### config.mk
export PLATFORM = sky130hd
export DESIGN_NAME = rc_throttle_steer_mapper
export DESIGN_NICKNAME = d
export VERILOG_FILES = /design/src/rtl/core/rtsm_pkg.sv /design/src/rtl/core/rtsm_regs.sv /design/src/rtl/core/rtsm_div.sv /design/src/rtl/core/rc_throttle_steer_mapper.sv
export SDC_FILE = /design/constraint.sdc
export NUM_CORES = 1
export LEC_CHECK = 0
export BUFFER_PORTS_ARGS = -buffer_cell sky130_fd_sc_hd__buf_2
export CORE_ASPECT_RATIO = 0.8
export CORE_MARGIN = 5
export CORE_UTILIZATION = 55
export DETAILED_ROUTE_END_ITERATION = 12
export PLACE_DENSITY = 0.76
export SLEW_MARGIN = 30
export SYNTH_ARGS = -nofsm -noshare
export SYNTH_HDL_FRONTEND = slang
export SYNTH_HIERARCHICAL = 1
export SYNTH_SLANG_ARGS = --single-unit
export TNS_END_PERCENT = 100
### constraint.sdc
create_clock -name clk -period 5.2 [get_ports clk]
set_input_delay 0.78 -clock clk [delete_from_list [all_inputs] [get_ports clk]]
set_output_delay 0.78 -clock clk [all_outputs]
set_load 0.05 [all_outputs]
### src/rtl/core/rtsm_pkg.sv
// Shared types, constants and codes of the throttle and steering mapper.
package rtsm_pkg;

	localparam int STICK_W   = 8;
	localparam int AGE_W     = 16;
	localparam int PULSE_W   = 12;
	localparam int HOLD_W    = 6;
	localparam int X_W       = STICK_W + 1;
	localparam int SPAN_W    = PULSE_W + 1;
	localparam int PROD_W    = X_W + SPAN_W;
	localparam int MAG_W     = 20;
	localparam int QUO_W     = MAG_W + 1;
	localparam int SUM_W     = QUO_W + 1;
	localparam int DEN_W     = STICK_W;

	localparam int PADDR_W   = 5;
	localparam int PDATA_W   = 32;
	localparam int IDX_LSB   = 2;
	localparam int IDX_W     = 3;

	localparam logic [STICK_W-1:0] STICK_CENTER = STICK_W'(127);
	localparam logic [STICK_W-1:0] STICK_MAX    = STICK_W'(255);
	localparam logic [PULSE_W-1:0] SERVO_CENTER = PULSE_W'(90);
	localparam logic [PULSE_W-1:0] PULSE_MAX    = PULSE_W'(4095);
	localparam logic [STICK_W-1:0] DEAD_BAND    = STICK_W'(13);
	localparam logic [PULSE_W-1:0] BRAKE_DROP   = PULSE_W'(10);
	localparam logic [HOLD_W-1:0]  HOLD_BRAKE   = HOLD_W'(45);
	localparam logic [HOLD_W-1:0]  HOLD_NEUTRAL = HOLD_W'(35);
	localparam logic [HOLD_W-1:0]  HOLD_NONE    = HOLD_W'(0);

	localparam logic OP_THROTTLE = 1'b0;
	localparam logic OP_STEER    = 1'b1;
	localparam logic TGT_ESC     = 1'b0;
	localparam logic TGT_SERVO   = 1'b1;

	typedef enum logic [IDX_W-1:0] {
		REG_CUTOFF_MS,
		REG_ESC_CENTER,
		REG_ESC_NEUTRAL,
		REG_ESC_FULL_FWD,
		REG_MIN_REVERSE,
		REG_MAX_REVERSE,
		REG_MIN_SERVO,
		REG_MAX_SERVO
	} reg_idx_t;

	typedef struct packed {
		logic [AGE_W-1:0]   cutoff_ms;
		logic [STICK_W-1:0] esc_center;
		logic [PULSE_W-1:0] esc_neutral;
		logic [PULSE_W-1:0] esc_full_fwd;
		logic [PULSE_W-1:0] min_reverse;
		logic [PULSE_W-1:0] max_reverse;
		logic [PULSE_W-1:0] min_servo;
		logic [PULSE_W-1:0] max_servo;
	} cfg_t;

	localparam cfg_t CFG_RESET = '{
		cutoff_ms:    AGE_W'(500),
		esc_center:   STICK_W'(127),
		esc_neutral:  PULSE_W'(1500),
		esc_full_fwd: PULSE_W'(2000),
		min_reverse:  PULSE_W'(1000),
		max_reverse:  PULSE_W'(1500),
		min_servo:    PULSE_W'(0),
		max_servo:    PULSE_W'(180)
	};

	typedef struct packed {
		logic             start;
		logic             neg;
		logic [MAG_W-1:0] num_mag;
		logic [DEN_W-1:0] den_mag;
	} div_req_t;

	typedef struct packed {
		logic                    done;
		logic signed [QUO_W-1:0] quo;
	} div_rsp_t;

endpackage

### src/rtl/core/rtsm_regs.sv
// APB configuration register file of the throttle and steering mapper.
module rtsm_regs
	import rtsm_pkg::*;
(
	input  logic               clk,
	input  logic               arst_n,
	input  logic               psel,
	input  logic               penable,
	input  logic               pwrite,
	input  logic [PADDR_W-1:0] paddr,
	input  logic [PDATA_W-1:0] pwdata,
	output logic [PDATA_W-1:0] prdata,
	output logic               pready,
	output cfg_t               cfg
);

	cfg_t     cfg_q;
	reg_idx_t idx;

	assign idx    = reg_idx_t'(paddr[IDX_LSB +: IDX_W]);
	assign pready = 1'b1;
	assign cfg    = cfg_q;

	always_ff @(posedge clk or negedge arst_n) begin
		if (!arst_n) begin
			cfg_q <= CFG_RESET;
		end else if (psel && penable && pwrite) begin
			case (idx)
				REG_CUTOFF_MS:    cfg_q.cutoff_ms    <= pwdata[AGE_W-1:0];
				REG_ESC_CENTER:   cfg_q.esc_center   <= pwdata[STICK_W-1:0];
				REG_ESC_NEUTRAL:  cfg_q.esc_neutral  <= pwdata[PULSE_W-1:0];
				REG_ESC_FULL_FWD: cfg_q.esc_full_fwd <= pwdata[PULSE_W-1:0];
				REG_MIN_REVERSE:  cfg_q.min_reverse  <= pwdata[PULSE_W-1:0];
				REG_MAX_REVERSE:  cfg_q.max_reverse  <= pwdata[PULSE_W-1:0];
				REG_MIN_SERVO:    cfg_q.min_servo    <= pwdata[PULSE_W-1:0];
				REG_MAX_SERVO:    cfg_q.max_servo    <= pwdata[PULSE_W-1:0];
				default: ;
			endcase
		end
	end

	always_comb begin
		case (idx)
			REG_CUTOFF_MS:    prdata = PDATA_W'(cfg_q.cutoff_ms);
			REG_ESC_CENTER:   prdata = PDATA_W'(cfg_q.esc_center);
			REG_ESC_NEUTRAL:  prdata = PDATA_W'(cfg_q.esc_neutral);
			REG_ESC_FULL_FWD: prdata = PDATA_W'(cfg_q.esc_full_fwd);
			REG_MIN_REVERSE:  prdata = PDATA_W'(cfg_q.min_reverse);
			REG_MAX_REVERSE:  prdata = PDATA_W'(cfg_q.max_reverse);
			REG_MIN_SERVO:    prdata = PDATA_W'(cfg_q.min_servo);
			REG_MAX_SERVO:    prdata = PDATA_W'(cfg_q.max_servo);
			default:          prdata = '0;
		endcase
	end

endmodule

### src/rtl/core/rtsm_div.sv
// Iterative signed divider, two quotient bits per cycle, truncating toward zero.
module rtsm_div
	import rtsm_pkg::*;
(
	input  logic     clk,
	input  logic     arst_n,
	input  div_req_t req,
	output div_rsp_t rsp
);

	localparam int STEPS  = 2;
	localparam int CYCLES = MAG_W / STEPS;
	localparam int CNT_W  = $clog2(CYCLES);

	logic             busy_q;
	logic             done_q;
	logic             neg_q;
	logic [CNT_W-1:0] cnt_q;
	logic [MAG_W-1:0] num_q;
	logic [DEN_W-1:0] rem_q;
	logic [DEN_W-1:0] den_q;
	logic [MAG_W-1:0] num_nx;
	logic [DEN_W-1:0] rem_nx;
	logic [DEN_W:0]   trial;

	always_comb begin
		num_nx = num_q;
		rem_nx = rem_q;
		trial  = '0;
		for (int i = 0; i < STEPS; i++) begin
			trial  = {rem_nx, num_nx[MAG_W-1]};
			num_nx = {num_nx[MAG_W-2:0], 1'b0};
			if (trial >= {1'b0, den_q}) begin
				trial     = trial - {1'b0, den_q};
				num_nx[0] = 1'b1;
			end
			rem_nx = trial[DEN_W-1:0];
		end
	end

	always_ff @(posedge clk or negedge arst_n) begin
		if (!arst_n) begin
			busy_q <= 1'b0;
			done_q <= 1'b0;
			cnt_q  <= '0;
		end else begin
			done_q <= busy_q && (cnt_q == '0);
			if (req.start) begin
				busy_q <= 1'b1;
				cnt_q  <= CNT_W'(CYCLES - 1);
			end else if (busy_q) begin
				cnt_q <= cnt_q - 1'b1;
				if (cnt_q == '0) begin
					busy_q <= 1'b0;
				end
			end
		end
	end

	always_ff @(posedge clk) begin
		if (req.start) begin
			num_q <= req.num_mag;
			den_q <= req.den_mag;
			neg_q <= req.neg;
			rem_q <= '0;
		end else if (busy_q) begin
			num_q <= num_nx;
			rem_q <= rem_nx;
		end
	end

	assign rsp.done = done_q;
	assign rsp.quo  = neg_q ? -$signed({1'b0, num_q}) : $signed({1'b0, num_q});

endmodule

### src/rtl/core/rc_throttle_steer_mapper.sv
// Top level of the throttle and steering mapper: command sequencer and result register.
//
// One stick command is taken at a time; in_ready is high only while the sequencer is idle.
// A command that needs a linear map passes through the multiplier and the shared divider
// (two quotient bits per cycle); S_WAIT then offsets and clamps the quotient and S_CHK
// compares it. The dead band, a centered steering stick and a stop sequence skip the
// divider. Each result is then held in the output register, and up to four results
// (brake, neutral, servo center, new pulse) come from one command. The mapped ESC pulse is
// sent only when it differs from the last mapped ESC pulse sent. Configuration must be written
// through the APB port only while no command is in flight; the block does not enforce it.
module rc_throttle_steer_mapper
	import rtsm_pkg::*;
(
	input  logic               clk,
	input  logic               arst_n,
	input  logic               in_valid,
	output logic               in_ready,
	input  logic               opcode,
	input  logic [STICK_W-1:0] stick_value,
	input  logic [AGE_W-1:0]   link_age_ms,
	output logic               out_valid,
	input  logic               out_ready,
	output logic               target,
	output logic [PULSE_W-1:0] pulse_value,
	output logic [HOLD_W-1:0]  hold_ms,
	output logic               last,
	input  logic               psel,
	input  logic               penable,
	input  logic               pwrite,
	input  logic [PADDR_W-1:0] paddr,
	input  logic [PDATA_W-1:0] pwdata,
	output logic [PDATA_W-1:0] prdata,
	output logic               pready
);

	typedef enum logic [2:0] {
		S_IDLE,
		S_MUL,
		S_DIV,
		S_WAIT,
		S_CHK,
		S_EMIT
	} state_t;

	typedef enum logic [1:0] {
		ST_BRAKE,
		ST_NEUTRAL,
		ST_SERVO,
		ST_MAIN
	} step_t;

	cfg_t     cfg;
	div_req_t div_req;
	div_rsp_t div_rsp;

	state_t                   state_q;
	step_t                    step_q;
	logic                     stopped_q;
	logic                     forward_q;
	logic [PULSE_W-1:0]       last_esc_q;
	logic                     op_q;
	logic                     do_stop_q;
	logic                     do_main_q;
	logic signed [X_W-1:0]    x_q;
	logic signed [SPAN_W-1:0] span_q;
	logic [DEN_W-1:0]         den_q;
	logic                     den_neg_q;
	logic [PULSE_W-1:0]       c_q;
	logic signed [PROD_W-1:0] prod_q;
	logic [PULSE_W-1:0]       result_q;
	logic                     out_valid_q;
	logic                     target_q;
	logic [PULSE_W-1:0]       pulse_q;
	logic [HOLD_W-1:0]        hold_q;
	logic                     last_q;

	logic                     timeout;
	logic                     stop_hit;
	logic                     fwd;
	logic                     rev;
	logic signed [X_W-1:0]    x_in;
	logic signed [SPAN_W-1:0] span_in;
	logic [DEN_W-1:0]         den_in;
	logic                     den_neg_in;
	logic [PULSE_W-1:0]       c_in;
	logic [PROD_W-1:0]        prod_abs;
	logic [SUM_W-1:0]         sum;
	logic [PULSE_W-1:0]       clamped;
	logic [PULSE_W-1:0]       brake_val;
	logic                     pulse_new;
	logic                     out_free;

	rtsm_regs u_regs (
		.clk     (clk),
		.arst_n  (arst_n),
		.psel    (psel),
		.penable (penable),
		.pwrite  (pwrite),
		.paddr   (paddr),
		.pwdata  (pwdata),
		.prdata  (prdata),
		.pready  (pready),
		.cfg     (cfg)
	);

	rtsm_div u_div (
		.clk    (clk),
		.arst_n (arst_n),
		.req    (div_req),
		.rsp    (div_rsp)
	);

	// decode the command at transfer
	always_comb begin
		timeout  = link_age_ms > cfg.cutoff_ms;
		stop_hit = timeout || (stick_value == cfg.esc_center);
		fwd      = stick_value > cfg.esc_center;
		rev      = ({1'b0, stick_value} + {1'b0, DEAD_BAND}) < {1'b0, cfg.esc_center};
		x_in       = $signed({1'b0, stick_value}) - $signed({1'b0, STICK_CENTER});
		span_in    = $signed({1'b0, cfg.max_servo}) - $signed({1'b0, SERVO_CENTER});
		den_in     = STICK_MAX - STICK_CENTER;
		den_neg_in = 1'b0;
		c_in       = SERVO_CENTER;
		if (opcode == OP_THROTTLE) begin
			if (fwd) begin
				x_in    = $signed({1'b0, stick_value}) - $signed({1'b0, cfg.esc_center});
				span_in = $signed({1'b0, cfg.esc_full_fwd}) - $signed({1'b0, cfg.esc_neutral});
				den_in  = STICK_MAX - cfg.esc_center;
				c_in    = cfg.esc_neutral;
			end else begin
				x_in    = $signed({1'b0, stick_value});
				span_in = $signed({1'b0, cfg.max_reverse}) - $signed({1'b0, cfg.min_reverse});
				den_in  = cfg.esc_center;
				c_in    = cfg.min_reverse;
			end
		end else if (stick_value > STICK_CENTER) begin
			span_in    = $signed({1'b0, cfg.min_servo}) - $signed({1'b0, SERVO_CENTER});
			den_in     = STICK_CENTER;
			den_neg_in = 1'b1;
		end
	end

	always_comb begin
		prod_abs = prod_q[PROD_W-1] ? PROD_W'(-prod_q) : PROD_W'(prod_q);
		div_req.start   = (state_q == S_DIV);
		div_req.neg     = prod_q[PROD_W-1] ^ den_neg_q;
		div_req.num_mag = prod_abs[MAG_W-1:0];
		div_req.den_mag = den_q;

		sum = {div_rsp.quo[QUO_W-1], div_rsp.quo} + SUM_W'(c_q);
		if (sum[SUM_W-1]) begin
			clamped = '0;
		end else if (sum[SUM_W-2:0] > (SUM_W-1)'(PULSE_MAX)) begin
			clamped = PULSE_MAX;
		end else begin
			clamped = sum[PULSE_W-1:0];
		end

		brake_val = (cfg.esc_neutral < BRAKE_DROP) ? '0 : cfg.esc_neutral - BRAKE_DROP;
		pulse_new = (op_q == OP_STEER) || (result_q != last_esc_q);
		out_free  = !out_valid_q || out_ready;
	end

	always_ff @(posedge clk or negedge arst_n) begin
		if (!arst_n) begin
			state_q     <= S_IDLE;
			step_q      <= ST_BRAKE;
			stopped_q   <= 1'b0;
			forward_q   <= 1'b1;
			last_esc_q  <= '0;
			out_valid_q <= 1'b0;
			op_q        <= OP_THROTTLE;
			do_stop_q   <= 1'b0;
			do_main_q   <= 1'b0;
		end else begin
			if ((state_q == S_EMIT) && out_free) begin
				out_valid_q <= 1'b1;
			end else if (out_ready) begin
				out_valid_q <= 1'b0;
			end
			case (state_q)
				S_IDLE: begin
					if (in_valid) begin
						op_q      <= opcode;
						do_stop_q <= 1'b0;
						do_main_q <= 1'b0;
						if (opcode == OP_THROTTLE) begin
							if (stop_hit) begin
								if (!stopped_q) begin
									stopped_q <= 1'b1;
									do_stop_q <= 1'b1;
									step_q    <= ST_BRAKE;
									state_q   <= S_EMIT;
								end
							end else if (fwd) begin
								stopped_q <= 1'b0;
								forward_q <= 1'b1;
								state_q   <= S_MUL;
							end else if (rev) begin
								stopped_q <= forward_q;
								do_stop_q <= forward_q;
								forward_q <= 1'b0;
								state_q   <= S_MUL;
							end else begin
								stopped_q <= 1'b0;
								forward_q <= 1'b1;
								state_q   <= S_CHK;
							end
						end else if (!timeout) begin
							if (stick_value == STICK_CENTER) begin
								state_q <= S_CHK;
							end else begin
								state_q <= S_MUL;
							end
						end
					end
				end
				S_MUL: begin
					state_q <= S_DIV;
				end
				S_DIV: begin
					state_q <= S_WAIT;
				end
				S_WAIT: begin
					if (div_rsp.done) begin
						state_q <= S_CHK;
					end
				end
				S_CHK: begin
					do_main_q <= pulse_new;
					if ((op_q == OP_THROTTLE) && pulse_new) begin
						last_esc_q <= result_q;
					end
					if (do_stop_q) begin
						step_q  <= ST_BRAKE;
						state_q <= S_EMIT;
					end else if (pulse_new) begin
						step_q  <= ST_MAIN;
						state_q <= S_EMIT;
					end else begin
						state_q <= S_IDLE;
					end
				end
				S_EMIT: begin
					if (out_free) begin
						case (step_q)
							ST_BRAKE: begin
								step_q <= ST_NEUTRAL;
							end
							ST_NEUTRAL: begin
								step_q <= ST_SERVO;
							end
							ST_SERVO: begin
								step_q <= ST_MAIN;
								if (!do_main_q) begin
									state_q <= S_IDLE;
								end
							end
							default: begin
								state_q <= S_IDLE;
							end
						endcase
					end
				end
				default: begin
					state_q <= S_IDLE;
				end
			endcase
		end
	end

	// datapath registers
	always_ff @(posedge clk) begin
		if ((state_q == S_IDLE) && in_valid) begin
			x_q       <= x_in;
			span_q    <= span_in;
			den_q     <= den_in;
			den_neg_q <= den_neg_in;
			c_q       <= c_in;
			result_q  <= (opcode == OP_THROTTLE) ? cfg.esc_neutral : SERVO_CENTER;
		end
		if (state_q == S_MUL) begin
			prod_q <= x_q * span_q;
		end
		if ((state_q == S_WAIT) && div_rsp.done) begin
			result_q <= clamped;
		end
		if ((state_q == S_EMIT) && out_free) begin
			case (step_q)
				ST_BRAKE: begin
					target_q <= TGT_ESC;
					pulse_q  <= brake_val;
					hold_q   <= HOLD_BRAKE;
					last_q   <= 1'b0;
				end
				ST_NEUTRAL: begin
					target_q <= TGT_ESC;
					pulse_q  <= cfg.esc_neutral;
					hold_q   <= HOLD_NEUTRAL;
					last_q   <= 1'b0;
				end
				ST_SERVO: begin
					target_q <= TGT_SERVO;
					pulse_q  <= SERVO_CENTER;
					hold_q   <= HOLD_NONE;
					last_q   <= !do_main_q;
				end
				default: begin
					target_q <= (op_q == OP_THROTTLE) ? TGT_ESC : TGT_SERVO;
					pulse_q  <= result_q;
					hold_q   <= HOLD_NONE;
					last_q   <= 1'b1;
				end
			endcase
		end
	end

	assign in_ready    = (state_q == S_IDLE);
	assign out_valid   = out_valid_q;
	assign target      = target_q;
	assign pulse_value = pulse_q;
	assign hold_ms     = hold_q;
	assign last        = last_q;

endmodule
==> key figures, run 1 <==
Clocking
  – # clock sinks: 255
  – H-tree levels: 1
  – Root Buffer: clkbuf_16
  – Worst skew pair latency: 0.57 ns
  – CTS Hold Buffers Added: 0
  – Clk pin slew, worst setup/hold paths: 0.06 ns
  – TritonCTS clock tree: done
  – Clock Tree Buf Depth: 3
  – Total CTS buffers: 28

Floorplanning
  – Die X: 228 µm
  – Die area: 42100 µm²
  – Core outline area: 38000 µm²
  – Starting density of the core: 55.2%
  – Cell Rows: 64
  – Die Height: 185 µm
  – Top Ports: 124

Timing
  – RSZ-0062 raised after global routing: true
  – Fmax: 0.195 GHz
  – Setup_tns: 0 ns
  – Least-Margin Pin Slew: 1.00 ns
  – Final hold vios: 0
  – Ratio of final minimum period to clock period: 98.4%
  – Setup Skew: 0.0224 ns
  – Worst slew margin: 33.0%
  – Min cycle time layout: 5.12 ns
  – Pins Over Slew Limit: 0
  – Endpoints failing setup: 0
  – Hold WS: 0.189 ns

Synthesis
  – Cell area after synthesis: 21000 µm²
  – Cells after Synth: 2083
  – Share of the synthesized area in the top cell type: 17.5%
  – FF+latch count, synth: 255
  – EDFF count, synth: 122
  – Synthesis Warnings: 6
  – Synth Flop Type: edfxtp_1
  – Sequential fraction of the synthesis area: 33.4%
  – Synth unique cells: 96
  – Cell accounting for the most synthesized area: edfxtp_1
  – Leading post-synthesis cells by cell area: edfxtp_1 (17%), fa_1 (9.9%), dfrtp_1 (9.7%), ha_1 (8.4%), mux2_2 (6.7%)
  – Most numerous cell in the Yosys netlist: inv_1
  – Asr flop ratio synth: 49.0%
  – Syn avg cell area: 10.1 µm²
  – Top post-synthesis cells by count: inv_1 (189), nand2_1 (168), ha_1 (141)

Placed design
  – I/O Buffers: 87
  – Placer Congestion: 0.978
  – Area of placed instances: 22000 µm²
  – Post-DP HPWL: 43800 µm

Global routing
  – All-Layer GR Usage: 26.1%
  – Vias in the first global route: 16000
  – Initial antenna violation count: 4
  – First-pass GRT wire length: 88700 µm
  – Total global routing overflow: 0
  – Largest net degree at the start of global routing: 52

Worst setup path
  – FF-to-FF path depth: 17
  – CP Launch Type: flip-flop
  – CP startpoint: x_q[4]
  – WP data required: 5.51 ns
  – Crit path kind: reg2reg
  – CP Capture Type: flip-flop
  – Worst EP arrival: 5.43 ns
  – Worst reg2reg startpoint: x_q[4]
  – Crit Path Max Fanout: 6
  – Reg2reg end: prod_q[19]
  – Internal reg-to-reg setup slack: 0.08 ns

Routing
  – Routed wire length per instance: 21.0 µm
  – Vias per std cell: 6.04
  – Post-Route WL: 56800 µm
  – Antenna viol nets, final: 0
  – Initial drt markers: 1512
  – Vias post-DR: 16300
  – Drt drc: 0
  – DRT Pass-1 Iters: 5

Final layout
  – Final instance area: 23300 µm²
  – Fin nets: 2496
  – Area Overhead vs Synth: 11.0%
  – Share of layout cells above drive strength 1: 20.3%
  – Fillers: 3104

Job
  – Max-cap viol count: 0

Min path
  – Worst Hold Class: in2async

Run status
  – Status: completed
==> metal layers <==
metal	track usage [%]	routed length (µm)	part of all wire [%]	vias to the layer above
met3	5.30	4830	8.5	115
li1	-	-	-	7536
met4	6.58	1470	2.6	4
met2	41.0	25800	45	675
met5	0	21	0.037	-
met1	37.6	24700	43	7984
==> how the worst max path moves through the flow <==
stage,cells after the start,slack (ns),to
2_1_floorplan,17,0.04,prod_q[21]
3_3_place_gp,19,-0.03,prod_q[19]
3_5_place_dp,17,-0.14,prod_q[19]
4_1_cts,19,0.01,prod_q[19]
5_1_grt,18,-0.03,prod_q[19]
6_report,17,0.08,prod_q[19]
==> cells by family after synthesis <==
group	synth area share (%)
other	0.0537
XOR/XNOR	5.68
multiplexers	9.58
AO/OA/AOI/OAI	13.8
adder cells (fa/ha/maj)	18.4
buffers and inverters	5.94
AND/OR/NAND/NOR	13.1
flip-flops	33.4
==> repair_timing <==
item,4_1_cts,5_1_grt
endpoints found under the setup margin,2,4
resized for setup,15,21
setup buffers,6,5
pin swaps,15,18
==> critical path, cell delays in order (launching register included) <==
cell and delay, ns:
edfxtp_1 0.54, buf_4 0.21, and2_4 0.13, fa_1 0.40
fa_1 0.51, fa_1 0.44, fa_1 0.57, fa_1 0.45
ha_4 0.27, o21ai_2 0.12, nor2_2 0.08, nor4_4 0.23
o31ai_4 0.10, o41ai_2 0.27, buf_4 0.17, o21bai_1 0.05
a21oi_1 0.19, xnor2_1 0.11
==> flip-flops by register name, indices dropped and copies added, names as in the netlist, 9 cells and up <==
signal and count:
prod_q 21, span_q 13, pulse_value 12, u_regs/cfg 96, c_q 12, u_div/num_q 20
last_esc_q 12, result_q 12, x_q 9
==> through the flow <==
| stage | utilization [%] | worst slack, ns | instances |
|---|---|---|---|
| final | 61.3 | 0.0840 | 2700 |
| after global routing | 61.3 | -0.0271 | 2700 |
| after CTS | 60.8 | 0.0129 | 2693 |
| after detailed placement | 58.0 | -0.144 | 2636 |
| after global placement | 58.0 | -0.0301 | 2636 |
| after floorplan | - | 0.0351 | 2098 |
==> layout make-up <==
cell class                      count  area [µm²]  area share, %
Timing Repair Buffer              158         978           4.21
Sequential cell                   255        7010           30.1
Inverter                          192         721           3.10
Antenna cell                        2        5.00         0.0215
Clock inverter                      7        85.1          0.366
Tap cell                          495         619           2.66
Multi-Input combinational cell   1547       13000           55.8
Clock buffer                       44         857           3.68
==> placed cells by master (no fill, tap or decap), types with 15 or more instances in the layout <==
master	netlist	final
a21oi_1	90	89
xor2_1	47	47
nor2b_1	20	19
fa_1	104	102
o21a_1	19	19
nor2_1	103	100
mux2i_1	46	46
nand4_1	16	16
xnor2_1	89	89
nand2_1	168	167
ha_1	141	133
dfstp_2	44	44
nand3_1	25	25
a31oi_1	26	24
o31ai_1	21	20
or3_1	15	15
edfxtp_1	122	122
buf_2	16	86
and2_1	58	54
clkbuf_16	0	30
a21o_1	24	24
o21ai_0	89	86
inv_1	189	189
nand2b_1	23	23
nor3_1	42	42
a211oi_1	29	28
buf_4	26	70
conb_1	3	18
mux2_2	124	124
dfrtp_1	81	81
Power of run 1 is left out: the tool's default activity adds up to more than one toggle a clock period on the data nets, which glitch-free logic cannot reach.
==> run 2: changes to the inputs <==
--- a/config.mk
+++ b/config.mk
@@ -17,3 +17,2 @@
 export SYNTH_HIERARCHICAL = 1
 export SYNTH_SLANG_ARGS = --single-unit
-export TNS_END_PERCENT = 100
==> constraint.sdc (replaced) <==
create_clock -name clk -period 5.2 [get_ports clk]
set_input_delay 0.52 -clock clk [delete_from_list [all_inputs] [get_ports clk]]
set_output_delay 0.52 -clock clk [all_outputs]
set_load 0.05 [all_outputs]
==> run 2 against run 1 <==
- wire length down 0.16%
- clock skew up 0.011 ns
- cell count about the same
- register-to-register slack worse by 0.02 ns
- critical path type unchanged
- cell area up 0.76%
- via count up 0.64%
- non-clock buffer count down 1
==> key figures, run 2 (synthesis results as in run 1) <==
Run status
  – Status: completed

Timing
  – Min cycle time layout: 5.13 ns (+0.0160 ns)
  – RSZ-0062 raised after global routing: true
  – Pins Over Slew Limit: 0 (unchanged)
  – Worst slew margin: 32.8% (-0.17 points)
  – Final hold vios: 0 (unchanged)
  – Endpoints failing setup: 0 (unchanged)
  – Setup Skew: 0.0330 ns (+0.0106 ns)
  – Least-Margin Pin Slew: 1.01 ns (+0.00369 ns)
  – Ratio of final minimum period to clock period: 98.7% (+0.31 points)
  – Fmax: 0.195 GHz (-0.31%)
  – Setup_tns: 0 ns (unchanged)

Floorplanning
  – Top Ports: 124 (unchanged)
  – Die area: 42100 µm² (unchanged)
  – Die X: 228 µm (unchanged)
  – Cell Rows: 64 (unchanged)
  – Starting density of the core: 55.2% (unchanged)
  – Core outline area: 38000 µm² (unchanged)
  – Die Height: 185 µm (unchanged)

Worst setup path
  – Crit path kind: reg2reg
  – Worst EP arrival: 5.45 ns (+0.02 ns)
  – Worst-path cell chain: buf_6 > nand2_2 > fa_1 > inv_1 > fa_1 > ha_4 > fa_1 > ha_4 > ha_4 > fa_2 > a211oi_2 > nor2_2 > nor4_4 > o31ai_4 > o41ai_2 > buf_4 > o21bai_1 > a21oi_1 > xnor2_1
  – CP peak stage delay: 0.54 ns (-0.03 ns)
  – CP Launch Type: flip-flop
  – CP max-delay cell: edfxtp_1
  – CP Capture Type: flip-flop
  – Crit Path Max Fanout: 8 (+2)
  – WP data required: 5.52 ns (about the same)

Final layout
  – Largest register FFs: 96 (unchanged)
  – Most common cell after layout, fill and taps aside: inv_1
  – Fin nets: 2495 (-0.040%)
  – Area Overhead vs Synth: 11.8%
  – Fillers: 3053 (-1.6%)
  – Most frequent cells in the layout: inv_1 (188), nand2_1 (164), ha_1 (126), mux2_2 (124), edfxtp_1 (122)
  – Share of layout cells above drive strength 1: 21.2% (+0.82 points)

Routing
  – Vias post-DR: 16400 (+0.64%)
  – Drt drc: 0 (unchanged)
  – Routed wire length per instance: 21.0 µm (-0.23%)
  – Post-Route WL: 56700 µm (-0.16%)
  – Antenna viol nets, final: 0 (unchanged)
  – DRT Pass-1 Iters: 6 (+1)
  – Vias per std cell: 6.08 (+0.56%)
  – Initial drt markers: 1464 (-3.2%)

Global routing
  – Initial antenna violation count: 4 (unchanged)
  – First-pass GRT wire length: 87300 µm (-1.6%)
  – Total global routing overflow: 0 (unchanged)
  – Met1 Use GR: 38.0% (+0.38 points)
  – Busiest grt layer: met2
  – GR Util met3: 4.62% (-0.68 points)
  – Global Route met2 Usage: 39.8% (-1.3 points)
  – All-Layer GR Usage: 25.7% (-0.39 points)
  – Vias in the first global route: 15800 (-1.3%)
  – Largest net degree at the start of global routing: 68 (+31%)

Placed design
  – Post-DP HPWL: 42900 µm (-1.9%)
  – I/O Buffers: 87 (unchanged)
  – Placer Congestion: 0.990 (+1.3%)

Clocking
  – Clk pin slew, worst setup/hold paths: 0.06 ns (about the same)
  – TritonCTS clock tree: done
  – # clock sinks: 255 (unchanged)
  – H-tree levels: 1 (unchanged)
  – Root Buffer: clkbuf_16
  – Clock Tree Buf Depth: 3 (unchanged)
  – Total CTS buffers: 28 (unchanged)
  – Worst skew pair latency: 0.57 ns (about the same)

Min path
  – Worst Hold Class: in2reg

Job
  – Max-cap viol count: 0 (unchanged)
[run 2: changes by cell type in the layout (fill, tap and decap cells not counted), sizes merged]
cell / delta
bufinv: +5
inv: -1
clkbuf: -7
clkinv: +5
clkinvlp: -1
diode: +2
dlygate4sd3: +1
buf: -2
[run 2: timing repair]
item / 4_1_cts / 5_1_grt
hold endpoints to repair: 16 / 0
pin swaps: 0 / 48
resized for setup: 2 / 47
endpoints found under the setup margin: 2 / 4
hold buffers: 1 / 0
setup buffers: 4 / 11
[run 2: final timing paths]
| check | slack [ns] | startpoint | to | depth (start not counted) |
|---|---|---|---|---|
| max in group asynchronous | 3.90 | arst_n | u_regs/cfg[16] | 3 |
| min | 0.19 | out_ready | out_valid | 2 |
| max reg2reg | 0.07 | span_q[3] | prod_q[19] | 19 |
| min in group asynchronous | 0.36 | arst_n | u_div/cnt_q[0] | 2 |
| min reg2reg | 0.42 | den_q[4] | u_div/den_q[4] | 0 |
| max | 0.07 | span_q[3] | prod_q[19] | 19 |
[run 2: layer usage]
metal  vias up  share of wire (%)
li1       7521                  -
met1      8130                 45
met2       667                 45
met3       100                7.9
met4         0                2.6
met5         -                  0
[run 2: stage by stage]
step	util, %	instances	hold slack (ns)	cell area, µm²	setup WS [ns]
2_1_floorplan	-	2098	0.224	21000	0.0351
3_3_place_gp	57.9	2630	0.400	22000	-0.0261
3_5_place_dp	57.9	2630	0.404	22000	-0.0757
4_1_cts	60.8	2687	0.167	23100	0.00198
5_1_grt	61.7	2702	0.192	23400	-0.104
6_report	61.7	2702	0.188	23400	0.0680
[run 2: worst max-delay path, delay by kind of cell (launching register included)]
family                     cells  cell delay, ns
AOI/OAI and AO/OA              5            0.89
xor gates and xnor gates       1            0.10
adders and majority gates      7            2.56
buffers and inverters          3            0.38
DFF                            1            0.54
and+or+nand+nor                3            0.43
[run 2: cell type report]
| type | count | area [µm²] | area share [%] |
|---|---|---|---|
| Multi-Input combinational cell | 1547 | 13100 | 55.7 |
| Inverter | 192 | 721 | 3.08 |
| Antenna cell | 4 | 10.0 | 0.0427 |
| Timing Repair Buffer | 157 | 997 | 4.25 |
| Clock buffer | 37 | 774 | 3.30 |
| Sequential cell | 255 | 7010 | 29.9 |
| Clock inverter | 15 | 249 | 1.06 |
| Tap cell | 495 | 619 | 2.64 |
Power of run 2 is left out for the same reason.
